===== src/sv/dpd_pkg.sv =====
`timescale 1ns / 1ps
`default_nettype none
// ----------------------------------------------------------------------------
// dpd_pkg
// Shared widths, codes and types for the dual-pol power detector.
// ----------------------------------------------------------------------------
package dpd_pkg;

  localparam int SAMPLE_W        = 16;
  localparam int MAX_INTEGRATION = 65536;
  localparam int LEN_W           = 17;  // integration_length register width
  localparam int CNT_W           = $clog2(MAX_INTEGRATION + 1);
  localparam int PROD_W          = 2 * SAMPLE_W;
  localparam int ACC_W           = PROD_W + $clog2(MAX_INTEGRATION);  // |X|^2, |Y|^2
  localparam int XACC_W          = ACC_W + 1;                         // cross terms
  localparam int PWR_W           = 50;
  localparam int CFG_W           = LEN_W;
  localparam int CFG_IDX_W       = 1;

  localparam int Q_DEPTH = 4;
  localparam int QPTR_W  = $clog2(Q_DEPTH);
  localparam int QCNT_W  = $clog2(Q_DEPTH + 1);

  // register indexes on the config port
  localparam logic [CFG_IDX_W-1:0] REG_PRODUCT_MODE = 1'd0;
  localparam logic [CFG_IDX_W-1:0] REG_INTEG_LEN    = 1'd1;

  // product_index codes
  typedef enum logic [1:0] {
    IDX_XX  = 2'd0,  // also total power
    IDX_YY  = 2'd1,
    IDX_XRE = 2'd2,
    IDX_XIM = 2'd3
  } prod_idx_t;

  typedef struct packed {
    logic             product_mode;
    logic [LEN_W-1:0] integ_len;
  } cfg_t;

  // one finished integration group
  typedef struct packed {
    logic                     four_prod;
    logic [ACC_W-1:0]         xx;
    logic [ACC_W-1:0]         yy;
    logic signed [XACC_W-1:0] cre;
    logic signed [XACC_W-1:0] cim;
  } grp_t;

  typedef struct packed {
    logic              valid;  // head entry present
    logic              full;
    logic [QCNT_W-1:0] count;
  } qstat_t;

endpackage : dpd_pkg
`default_nettype wire


===== src/sv/dpd_queue.sv =====
`timescale 1ns / 1ps
`default_nettype none
// ----------------------------------------------------------------------------
// dpd_queue
// Small FIFO of finished groups between intake and result serializer.
// ----------------------------------------------------------------------------
module dpd_queue (
  input  wire                    clk,
  input  wire                    rst_n,
  input  wire                    push,
  input  wire  dpd_pkg::grp_t    push_grp,
  input  wire                    pop,
  output dpd_pkg::grp_t          head,
  output dpd_pkg::qstat_t        qstat
);
  import dpd_pkg::*;

  grp_t              mem [Q_DEPTH];
  logic [QPTR_W-1:0] wr_ptr_r, rd_ptr_r;
  logic [QCNT_W-1:0] cnt_r, cnt_nxt;
  logic              do_pop;

  assign do_pop      = pop && (cnt_r != '0);
  assign head        = mem[rd_ptr_r];
  assign qstat.valid = (cnt_r != '0);
  assign qstat.full  = (cnt_r == QCNT_W'(Q_DEPTH));
  assign qstat.count = cnt_r;

  always_comb begin
    cnt_nxt = cnt_r;
    if (push && !do_pop) begin
      cnt_nxt = cnt_r + QCNT_W'(1);
    end else if (!push && do_pop) begin
      cnt_nxt = cnt_r - QCNT_W'(1);
    end
  end

  always_ff @(posedge clk) begin
    if (!rst_n) begin
      wr_ptr_r <= '0;
      rd_ptr_r <= '0;
      cnt_r    <= '0;
    end else begin
      cnt_r <= cnt_nxt;
      if (push) begin
        wr_ptr_r <= wr_ptr_r + QPTR_W'(1);
      end
      if (do_pop) begin
        rd_ptr_r <= rd_ptr_r + QPTR_W'(1);
      end
    end
  end

  always_ff @(posedge clk) begin
    if (push) begin
      mem[wr_ptr_r] <= push_grp;
    end
  end

endmodule : dpd_queue
`default_nettype wire


===== config.mk =====
export PLATFORM = sky130hd
export DESIGN_NAME = dpd_queue
export DESIGN_NICKNAME = d
export VERILOG_FILES = /design/src/sv/dpd_pkg.sv /design/src/sv/dpd_queue.sv
export SDC_FILE = /design/constraint.sdc
export NUM_CORES = 1
export LEC_CHECK = 0
export BUFFER_PORTS_ARGS = -buffer_cell sky130_fd_sc_hd__buf_4
export CAP_MARGIN = 20
export CORE_UTILIZATION = 57
export CTS_BUF_LIST = sky130_fd_sc_hd__clkbuf_4 sky130_fd_sc_hd__clkbuf_8 sky130_fd_sc_hd__clkbuf_16
export DETAILED_ROUTE_END_ITERATION = 7
export PLACE_DENSITY = 0.77
export SLEW_MARGIN = 10
export SYNTH_ARGS = -nofsm -noshare
export SYNTH_HDL_FRONTEND = slang
export SYNTH_SLANG_ARGS = --single-unit

===== constraint.sdc =====
create_clock -name clk -period 7.6 [get_ports clk]
set_input_delay 1.14 -clock clk [delete_from_list [all_inputs] [get_ports clk]]
set_output_delay 1.14 -clock clk [all_outputs]
set_load 0.02 [all_outputs]

After elaboration in Yosys (flattened, before gate mapping):

Memory sizes are Yosys's and may differ from the RTL's. A register that Yosys moved wholly into a read port is not among the register bits.
Cells that the tools add are included.

* register bits: 7
* bits in writable memories: 780
* bits of input ports: 199
* logic and storage cells: 22
* memories: 1

Memory list
* mem: depth 4, width 195, read ports 1, clocked after Yosys merged registers in 1, write ports 1, line dpd_queue.sv:18 `grp_t mem [Q_DEPTH];`

* add/sub/neg operators: 4
* equal/unequal tests: 1
* multiplexer cells: 6
* reductions and logical operators: 7

Operators by type and width (count)
* $mux 3: 2
* $add 2x1->2 const B: 2
* $mux 2: 2
* $add 3x1->3 const B: 1
* $eq 3x3->1 const B: 1
* $logic_and 1x1->1: 3
* $reduce_bool 3->1: 1
* $sub 3x1->3 const B: 1
* $logic_not 1->1: 2
* $mux 1: 2
* $reduce_bool 2->1: 1

Longest topological paths before layout:

* word-level depth: 5
* gate-level depth with buffers: 7
* gate-level depth less buffers: 7

Worst setup path after synthesis:

Ideal clock, no wire load.

* path type: in2reg
* from: input push
* to: memory mem[0][0] (netlist bit) (enable)
* arrival time: 5566 ps
* slack: 1455 ps
* stages: 1
* buffers on the path: 0
* path through: and2_1

* cells in the longest elaborated chain, start to end: 2

Ends and longest elaborated chain
* from (decl): line dpd_queue.sv:10 `input wire push,`
* $mux 1: line dpd_queue.sv:55 `if (push) begin`
* $mux 1 (not written as such): line dpd_queue.sv:56 `mem[wr_ptr_r] <= push_grp;`
* to (decl): line dpd_queue.sv:18

No other way between the ends.

==> metrics.yaml <==
peakVddDrop_mv: 0.244
nNetsFinal: 1715
fin_skew_ps: 24.1
final.setup.tns_ps: 0
worstSetupPathType: "reg -> out"
yosysWarnings: 0
cts.hold.buffers_added: 0
min-delay-path-class: "reg -> reg"
port-buffer-count: 398
cts_buffers: 77
drive_gt1_frac: 0.467
drc: 0
routed_via_density: 5.73
fin_crit_ps: 4200
cts_setup_buffers: 0
via_count: 12800
die_height_um: 226
post-dp-hpwl_um: 32800
gp_congestion: 0.719
ys_seq_area_frac: 0.825
grt_max_degree: 136
rows: 81
final_cell_mix: "edfxtp_1 (780), buf_4 (409), mux4_2 (195)"
area_delta_synth_final_pct: 21.6
outcome: "finished, final reports clean"
design_power_total_uw: 11700
drtAntennaViolNets: 0
finalMaxSlewViolations: 0
drt_wl_total_um: 56100
avgSynthCellArea_um2: 26.9
yosys.area.top_type: "edfxtp_1"
synthCells: 1062
start_util: 0.581
hold_viol: 0
dieArea_um2: 51100
synth_cell_types: 20
pwr_density_cell_nw_per_um2: 337
critPathArrivalTime_ps: 3060
min_period_over_period: 0.553
synthesis.area_um2: 28600
post_cts_resized: 0
antenna_found_initial: 6
grt_pass1_wl_um: 82100
htree_num_levels: 3
yosysTopAreaCellShare: 0.819
cts_buffer_depth: 3
power_leakage_uw: 0.0117
critPathMaxFanout: 135
critPathLaunchType: "flop"
cts_tree: "done"
io_pins: 399
yosys-top-cells-area: "edfxtp_1 (82%), mux4_2 (15%), buf_6 (0.71%)"
final_common_cell: "edfxtp_1"
cp-end-kind: "output pin"
drtIter0Drc: 906
die_x_um: 226
grt_pass1_vias: 13500
rsz0062_at_grt: "no"
core-area_um2: 49300
synth_nets: 1267
finalSetupViolCount: 0
dr.pass1.iters: 4
fmax_mhz: 238
grt_overflow_total: 0
worst_pin_slew_ps: 1050
wire_per_inst_um: 25.1
synth-seq-cells: 789
critPathRequiredTime_ps: 6460
clock_sinks: 789
cts-root-buf: "clkbuf_16"
clk_latency_ps: 600
slew_headroom: 0.299
grt_use_total: 0.223
clkTransAtPathRegs_ps: 60
max_cap_viol_count: 0
## cell usage after synthesis (all sizes together)
master	n
inv	3
or3	2
buf	39
ha	5
o31ai	1
xor2	2
clkbuf	5
o21ai	1
and2	9
mux4	195
nor3b	1
xnor2	3
edfxtp	780
fa	1
dfxtp	9
mux2i	2
nor2b	2
a21boi	1
o311ai	1
## final timing paths
check | start | endpoint | slack [ps] | depth (start not counted)
hold / removal | wr_ptr_r[1]$_SDFFE_PN0P_ | wr_ptr_r[1]$_SDFFE_PN0P_ | 560 | 2
setup / recovery | flop | head[45] | 3400 | 3
hold reg to reg | wr_ptr_r[1]$_SDFFE_PN0P_ | wr_ptr_r[1]$_SDFFE_PN0P_ | 560 | 2
setup reg to reg | wr_ptr_r[0]$_SDFFE_PN0P_ | mem[2][48]$_DFFE_PP_ | 5010 | 4
## routing by layer
layer / GRT usage / part of all wire / vias up
li1: - / - / 5521
met1: 0.292 / 0.38 / 6714
met2: 0.357 / 0.51 / 479
met3: 0.0719 / 0.092 / 82
met4: 0.0753 / 0.022 / 8
met5: 0 / 0.00091 / -
## state kept, by name, indices dropped and copies added (netlist names), named ones only
register	cells
cnt_r	3
mem	780
rd_ptr_r	2
wr_ptr_r	2
## where the power goes
group | leakage [uW] | total [uW] | switching, uW | internal, uW
clock | 0.00126 | 3730 | 1520 | 2210
sequential | 0.00724 | 5140 | 126 | 5020
combinational | 0.00316 | 2830 | 1480 | 1350
## cell families (layout without fill, tap and decap cells)
logic type / after synthesis / after routing / share of synthesized area
compound gates: 4 / 4 / 0.00101
xor+xnor: 5 / 5 / 0.00153
fa+ha+maj: 6 / 6 / 0.00289
buf+inv: 47 / 555 / 0.0118
flops: 789 / 789 / 0.825
mux: 197 / 197 / 0.154
other cells: 0 / 2 / 0
simple gates: 14 / 14 / 0.00311
## per-stage QoR
step           std cells  utilization  setup slack, ps  cell area, um^2  hold WS (ps)
6_report            2236        0.706             3400            34800           557
3_5_place_dp        2095        0.655             4010            32300           559
3_3_place_gp        2095        0.655             4010            32300           550
4_1_cts             2234        0.706             3400            34800           563
2_1_floorplan       1062            -             1460            28600           528
5_1_grt             2236        0.706             3280            34800           591
## worst max-delay path: stages (launching register included)
cell and delay [ps]:
dfxtp_4 970, buf_12 590, mux4_2 470, buf_4 190
## layout make-up
cell class                      count  area (um^2)
Antenna cell                        2         5.00
Fill cell                        2876        14500
Inverter                            3         11.3
Multi-Input combinational cell    226         4670
Clock inverter                     43          402
Sequential cell                   789        23600
Timing Repair Buffer              413         3150
Tap cell                          664          831
Clock buffer                       96         2100
No activity file was read; power rests on OpenSTA's default activity.
