===== src/sv/dpd_pkg.sv =====
`timescale 1ns / 1ps
`default_nettype none
// ----------------------------------------------------------------------------
// dpd_pkg
// Shared widths, codes and types for the dual-pol power detector.
// ----------------------------------------------------------------------------
package dpd_pkg;

  localparam int SAMPLE_W        = 16;
  localparam int MAX_INTEGRATION = 65536;
  localparam int LEN_W           = 17;  // integration_length register width
  localparam int CNT_W           = $clog2(MAX_INTEGRATION + 1);
  localparam int PROD_W          = 2 * SAMPLE_W;
  localparam int ACC_W           = PROD_W + $clog2(MAX_INTEGRATION);  // |X|^2, |Y|^2
  localparam int XACC_W          = ACC_W + 1;                         // cross terms
  localparam int PWR_W           = 50;
  localparam int CFG_W           = LEN_W;
  localparam int CFG_IDX_W       = 1;

  localparam int Q_DEPTH = 4;
  localparam int QPTR_W  = $clog2(Q_DEPTH);
  localparam int QCNT_W  = $clog2(Q_DEPTH + 1);

  // register indexes on the config port
  localparam logic [CFG_IDX_W-1:0] REG_PRODUCT_MODE = 1'd0;
  localparam logic [CFG_IDX_W-1:0] REG_INTEG_LEN    = 1'd1;

  // product_index codes
  typedef enum logic [1:0] {
    IDX_XX  = 2'd0,  // also total power
    IDX_YY  = 2'd1,
    IDX_XRE = 2'd2,
    IDX_XIM = 2'd3
  } prod_idx_t;

  typedef struct packed {
    logic             product_mode;
    logic [LEN_W-1:0] integ_len;
  } cfg_t;

  // one finished integration group
  typedef struct packed {
    logic                     four_prod;
    logic [ACC_W-1:0]         xx;
    logic [ACC_W-1:0]         yy;
    logic signed [XACC_W-1:0] cre;
    logic signed [XACC_W-1:0] cim;
  } grp_t;

  typedef struct packed {
    logic              valid;  // head entry present
    logic              full;
    logic [QCNT_W-1:0] count;
  } qstat_t;

endpackage : dpd_pkg
`default_nettype wire


===== src/sv/dpd_back.sv =====
`timescale 1ns / 1ps
`default_nettype none
// ----------------------------------------------------------------------------
// dpd_back
// Result serializer: turns one group into one or four results, output reg.
// ----------------------------------------------------------------------------
module dpd_back (
  input  wire                                   clk,
  input  wire                                   rst_n,
  input  wire  dpd_pkg::grp_t                   head,
  input  wire  dpd_pkg::qstat_t                 qstat,
  output logic                                  pop,
  output logic                                  out_valid,
  input  wire                                   out_stall,
  output logic signed [dpd_pkg::PWR_W-1:0]      out_power_value,
  output logic [1:0]                            out_product_index,
  output logic                                  out_run_last
);
  import dpd_pkg::*;

  logic                    out_valid_r;
  logic signed [PWR_W-1:0] pwr_r;
  prod_idx_t               idx_r;
  logic                    last_r;
  prod_idx_t               sub_r, sub_nxt;

  logic                    load;
  logic signed [PWR_W-1:0] pwr_nxt;
  prod_idx_t               idx_nxt;
  logic                    last_nxt;

  assign load = qstat.valid && (!out_valid_r || !out_stall);

  always_comb begin
    pwr_nxt  = PWR_W'(head.xx) + PWR_W'(head.yy);
    idx_nxt  = IDX_XX;
    last_nxt = 1'b1;
    sub_nxt  = IDX_XX;
    if (head.four_prod) begin
      idx_nxt  = sub_r;
      last_nxt = (sub_r == IDX_XIM);
      case (sub_r)
        IDX_XX: begin
          pwr_nxt = PWR_W'(head.xx);
          sub_nxt = IDX_YY;
        end
        IDX_YY: begin
          pwr_nxt = PWR_W'(head.yy);
          sub_nxt = IDX_XRE;
        end
        IDX_XRE: begin
          pwr_nxt = PWR_W'(head.cre);
          sub_nxt = IDX_XIM;
        end
        default: begin
          pwr_nxt = PWR_W'(head.cim);
          sub_nxt = IDX_XX;
        end
      endcase
    end
  end

  assign pop = load && last_nxt;

  always_ff @(posedge clk) begin
    if (!rst_n) begin
      out_valid_r <= 1'b0;
      sub_r       <= IDX_XX;
    end else begin
      if (load) begin
        out_valid_r <= 1'b1;
        sub_r       <= sub_nxt;
      end else if (!out_stall) begin
        out_valid_r <= 1'b0;
      end
    end
  end

  always_ff @(posedge clk) begin
    if (load) begin
      pwr_r  <= pwr_nxt;
      idx_r  <= idx_nxt;
      last_r <= last_nxt;
    end
  end

  assign out_valid         = out_valid_r;
  assign out_power_value   = pwr_r;
  assign out_product_index = idx_r;
  assign out_run_last      = last_r;

endmodule : dpd_back
`default_nettype wire


===== config.mk =====
export PLATFORM = sky130hd
export DESIGN_NAME = dpd_back
export DESIGN_NICKNAME = d
export VERILOG_FILES = /design/src/sv/dpd_pkg.sv /design/src/sv/dpd_back.sv
export SDC_FILE = /design/constraint.sdc
export NUM_CORES = 1
export LEC_CHECK = 0
export ABC_AREA = 0
export BUFFER_PORTS_ARGS = -buffer_cell sky130_fd_sc_hd__buf_2
export CAP_MARGIN = 20
export CORE_AREA = 3 3 113 115
export DETAILED_ROUTE_END_ITERATION = 8
export DIE_AREA = 0 0 116 118
export PLACE_DENSITY_LB_ADDON = 0.25
export REMOVE_ABC_BUFFERS = 1
export SYNTH_ARGS = -nofsm -noshare
export SYNTH_HDL_FRONTEND = slang
export SYNTH_SLANG_ARGS = --single-unit

===== constraint.sdc =====
create_clock -name clk -period 3.6 [get_ports clk]
set_clock_uncertainty 0.15 [all_clocks]
set_input_delay 0.36 -clock clk [delete_from_list [all_inputs] [get_ports clk]]
set_output_delay 0.36 -clock clk [all_outputs]
set_load 0.05 [all_outputs]

### After elaboration in Yosys (flattened, before gate mapping)

Cells that the tools add are included.

* bits in registers: 56
* bits of input ports: 203
* output and inout port bits: 55
* word-level logic and storage cells: 23

* add/sub/neg operators: 1
* equal/unequal tests: 4
* muxes and demuxes: 7
* reductions and logical operators: 6

Operators by type and width (number)
* one-hot mux 50 bit (3 select lines): 1
* two-way mux 50 bit: 1
* adder 48 x 48 -> 49 bit: 1
* one-hot mux 2 bit (3 select lines): 1
* == test 2 bit (second input constant): 2
* two-way mux 1 bit: 3
* == test 2 x 1 -> 1 bit (second input constant): 1
* logical AND 1 bit: 2
* zero test 1 bit: 2
* zero test 2 bit: 1
* two-way mux 2 bit: 1
* != test 2 x 1 -> 1 bit (second input constant): 1
* logical OR 1 bit: 1

### Logic depth before layout (Yosys ltp)

* word-level depth: 4
* depth in mapped cells: 11
* depth with buffers taken out: 11

### Least setup slack after synthesis

No wires, ideal clock.

* path kind: input to register
* start: input head[98] in the netlist's numbering
* end: register pwr_r[46], in the netlist out_power_value[46] (data pin)
* library setup time: 136 ps
* arrival time: 2875 ps
* required time: 3314 ps
* setup slack: 439 ps
* cell stages on the path: 11
* buffers on the path: 0
* cells stage by stage: ha_1 > fa_1 > a211oi_1 > o21bai_1 > o31ai_1 > o311ai_1 > a31o_2 > a31oi_4 > o21ai_2 > or4b_1 > nand3_1

* longest elaborated chain between the ends: 2

Ends and longest elaborated chain
* start, declared: RTL line dpd_back.sv:10 `input wire dpd_pkg::grp_t head,`
* adder 48 x 48 -> 49 bit: RTL line dpd_back.sv:35 `pwr_nxt = PWR_W'(head.xx) + PWR_W'(head.yy);`
* two-way mux 50 bit: RTL line dpd_back.sv:39 `if (head.four_prod) begin`
* via pwr_nxt[46]: RTL line dpd_back.sv:28 `logic signed [PWR_W-1:0] pwr_nxt;`
* end signal, assigned: RTL line dpd_back.sv:81 `pwr_r <= pwr_nxt;`
* end, declared: RTL line dpd_back.sv:22 `logic signed [PWR_W-1:0] pwr_r;`

The timed path passes the listed nets, and every way through them passes these cells.
A chain may end at the register's enable or synchronous reset.

### Worst setup path in the final report

Same ends and word-level chain as after synthesis.

==> results.md <==
* Largest net degree at the start of global routing at 96
* Die Wd at approximately 120 um
* Worst vdd ir at 204 uV
* NumNets Final at 1,160
* Type of origin of the critical path: primary input
* Top_reg_cell synth: edfxtp_1
* Setup Buffers After CTS at 0
* DPL Wire Length at between 10 and 15 mm
* Hold Vio Cnt, Final at 0
* Fin area at 7360 sq um
* TritonCTS buffer count at 5
* CTS root buf: clkbuf_16
* Final Slew Violations at 0
* TritonCTS clock tree: done
* Layout cells sized above 1 at 32.0%
* Most common cell after layout, fill and taps aside: buf_2
* Die span in y at between 100 and 150 um
* Vias in the first global route at 6,012
* Sink Count at 56
* Sequential fraction of the synthesis area at 28.4%
* Placer congestion estimate at 0.846
* Area Overhead vs Synth at 26.6%
* CTS HTree Levels at 2
* Status: finished, final reports clean
* Ys Warns at 0
* Total power at 2.49 mW
* IO Port Bufs at around 250
* Total Routing Usage GR at 25.1%
* Worst-Skew Late Latency at around 300 ps
* Final Hold Slack at ~160 ps
* Via count at 6,421
* Worst-margin pin slew at 1070 ps
* Post-synth EDFFs at 53
* Max-cap violations at 0
* Cells after Synth at roughly 680
* Initial antenna violation count at 0
* WP data required at approximately 3600 ps
* Post-Route Utilization at 61.8%
* CTS Hold Buffers Added at 0
* Fmax achieved at 298 MHz
* Die area at 13,700 sq um
* WL per Instance at around 17 um
* Critical Path AT at 3360 ps
* # IOs at 258
* Post-layout minimum cycle time at 3350 ps
* Worst setup path class: primary input to register
* RSZ-0062 raised after global routing: false
* Clock Path Buffers at 2
* First-pass GRT wire length at around 29 mm
* Synthesized area per cell at 8.59 sq um
* Clock-pin slew on the worst setup and hold paths at 80 ps
* Min-delay worst type: primary input to register
* Crit-path max FO at 4
* Total wire length at 18.0 mm
* Initial Utilization at 48.8%
* CTS resizes at 0
* Vias per cell at 6.10
* Placed inst area at 7210 sq um
* Most frequent cells in the layout: 252 x buf_2, 83 x nand2_1, 73 x o21ai_0
* Inserted Diodes at 0
* Post-synthesis sequential element count at 56
* First-pass DRT Iterations at 7
* Leakage power at around 3.3 nW
* Cell area after synthesis at a little under 6000 sq um
* Core ar. at roughly 12,000 sq um
* Final global-route overflow total at 0
* Final setup viols at 0
* Asr flop ratio synth at 0%
* Rows at 40
* Fill cells at 1,115
* Initial DRC Count at 604
* Tcrit/Tclk final at 93.1%
* Post-DRT Antenna Nets at 0
* Pwr Density at 338 nW/um^2
* Distinct cells, synth at between 50 and 60
* Residual DRC at 0
* Worst setup EP type: register
* Max-slew headroom at approximately 29%
[critical path: stages]
cell and delay, ps:
buf_2 100, ha_1 230, fa_1 430, a211oi_1 260, o21bai_1 200, o31ai_1 410, o311ai_1 190, a31o_2 290
a31oi_4 230, o21ai_2 110, or4b_1 470, nand3_1 90
[synth_stat cells, types with 2 or more instances]
library cell  instances  area, sq um
o21a_1                5         37.5
o21ai_0              73          365
a311oi_1              2         17.5
a21oi_1              40          200
nor2_1               21         78.8
a31oi_1              12         75.1
mux2i_1               2         20.0
o211ai_1             44          330
a222oi_1             48          480
ha_1                 52          651
o31a_1                2         17.5
nor2b_1               3         18.8
nand3_1              13         65.1
nor4b_1               2         17.5
xnor2_1              21          184
nor3b_1               4         30.0
and3_1                5         31.3
nand2b_1              4         25.0
buf_1                 4         15.0
clkbuf_1             41          154
nand4_1               9         56.3
a21o_1               25          188
inv_1                19         71.3
nor3_1                8         40.0
xor2_1               22          193
a21o_2                2         17.5
and2_1                7         43.8
a221o_1               2         20.0
a211oi_1              4         30.0
mux2_2                4         45.0
a21boi_0              2         15.0
edfxtp_1             53         1590
o31ai_1               6         45.0
dfxtp_1               3         60.1
o21bai_1              5         37.5
a31o_2                2         17.5
a221oi_1              3         26.3
nand2_1              83          312
[per-stage QoR]
| stage | TNS [ps] | setup slack [ps] | std cells |
|---|---|---|---|
| floorplan | 0 | 440 | 632 |
| global placement | 0 | 31.4 | 1044 |
| CTS | 0 | 279 | 1052 |
| detailed placement | -12.5 | -12.5 | 1044 |
| finish | 0 | 248 | 1052 |
| global route | 0 | 137 | 1052 |
[registers in the layout, summed over array words and instances (netlist names)]
signal             count
out_power_value       50
out_product_index      2
sub_r                  2
out_run_last           1
out_valid              1
[final timing paths]
| kind | startpoint | to | slack (ps) | cells past startpoint |
|---|---|---|---|---|
| setup / recovery | head[98] | out_power_value[46]$_DFFE_PP_ | 250 | 12 |
| hold / removal | rst_n | sub_r[0]$_SDFFE_PN0P_ | 160 | 2 |
| hold reg to reg | sub_r[1]$_SDFFE_PN0P_ | sub_r[1]$_SDFFE_PN0P_ | 380 | 2 |
| setup reg to reg | sub_r[1]$_SDFFE_PN0P_ | out_power_value[46]$_DFFE_PP_ | 1170 | 6 |
[logic make-up after synthesis]
group                    Yosys count  synth area share (%)
XOR/XNOR                          43                  6.48
multiplexers                       6                  1.12
adder cells (fa/ha/maj)           53                  11.5
buffers and inverters             64                  4.13
AO/OA/AOI/OAI                    292                  35.5
AND/OR/NAND/NOR                  163                  12.9
flip-flops                        56                  28.4
[layout make-up]
type                    instances  area [sq um]  share of cell area (%)
multi-input cells             557          3930                    53.4
flip-flops and latches         56          1650                    22.4
repair buffers                265          1370                    18.6
well taps                     147           184                    2.50
clock buffers                   6           139                    1.89
inverters                      19          71.3                   0.969
clock inverters                 2          15.0                   0.204
[layer usage]
metal	share of wire [%]	wire [um]	global-route usage, %	vias to the layer above
li1	-	-	-	3147
met1	42	7480	33.0	2939
met2	48	8710	43.3	317
met4	1.1	199	4.86	0
met5	0	0	0	-
met3	9.0	1620	4.27	18
[report_power, final]
group	total [mW]	leakage (nW)	switching [mW]	internal (mW)
clock network	0.531	0.0691	0.252	0.278
registers	0.820	0.545	0.0164	0.804
logic	1.14	2.73	0.712	0.427
Power figures use the tool's default switching activity.
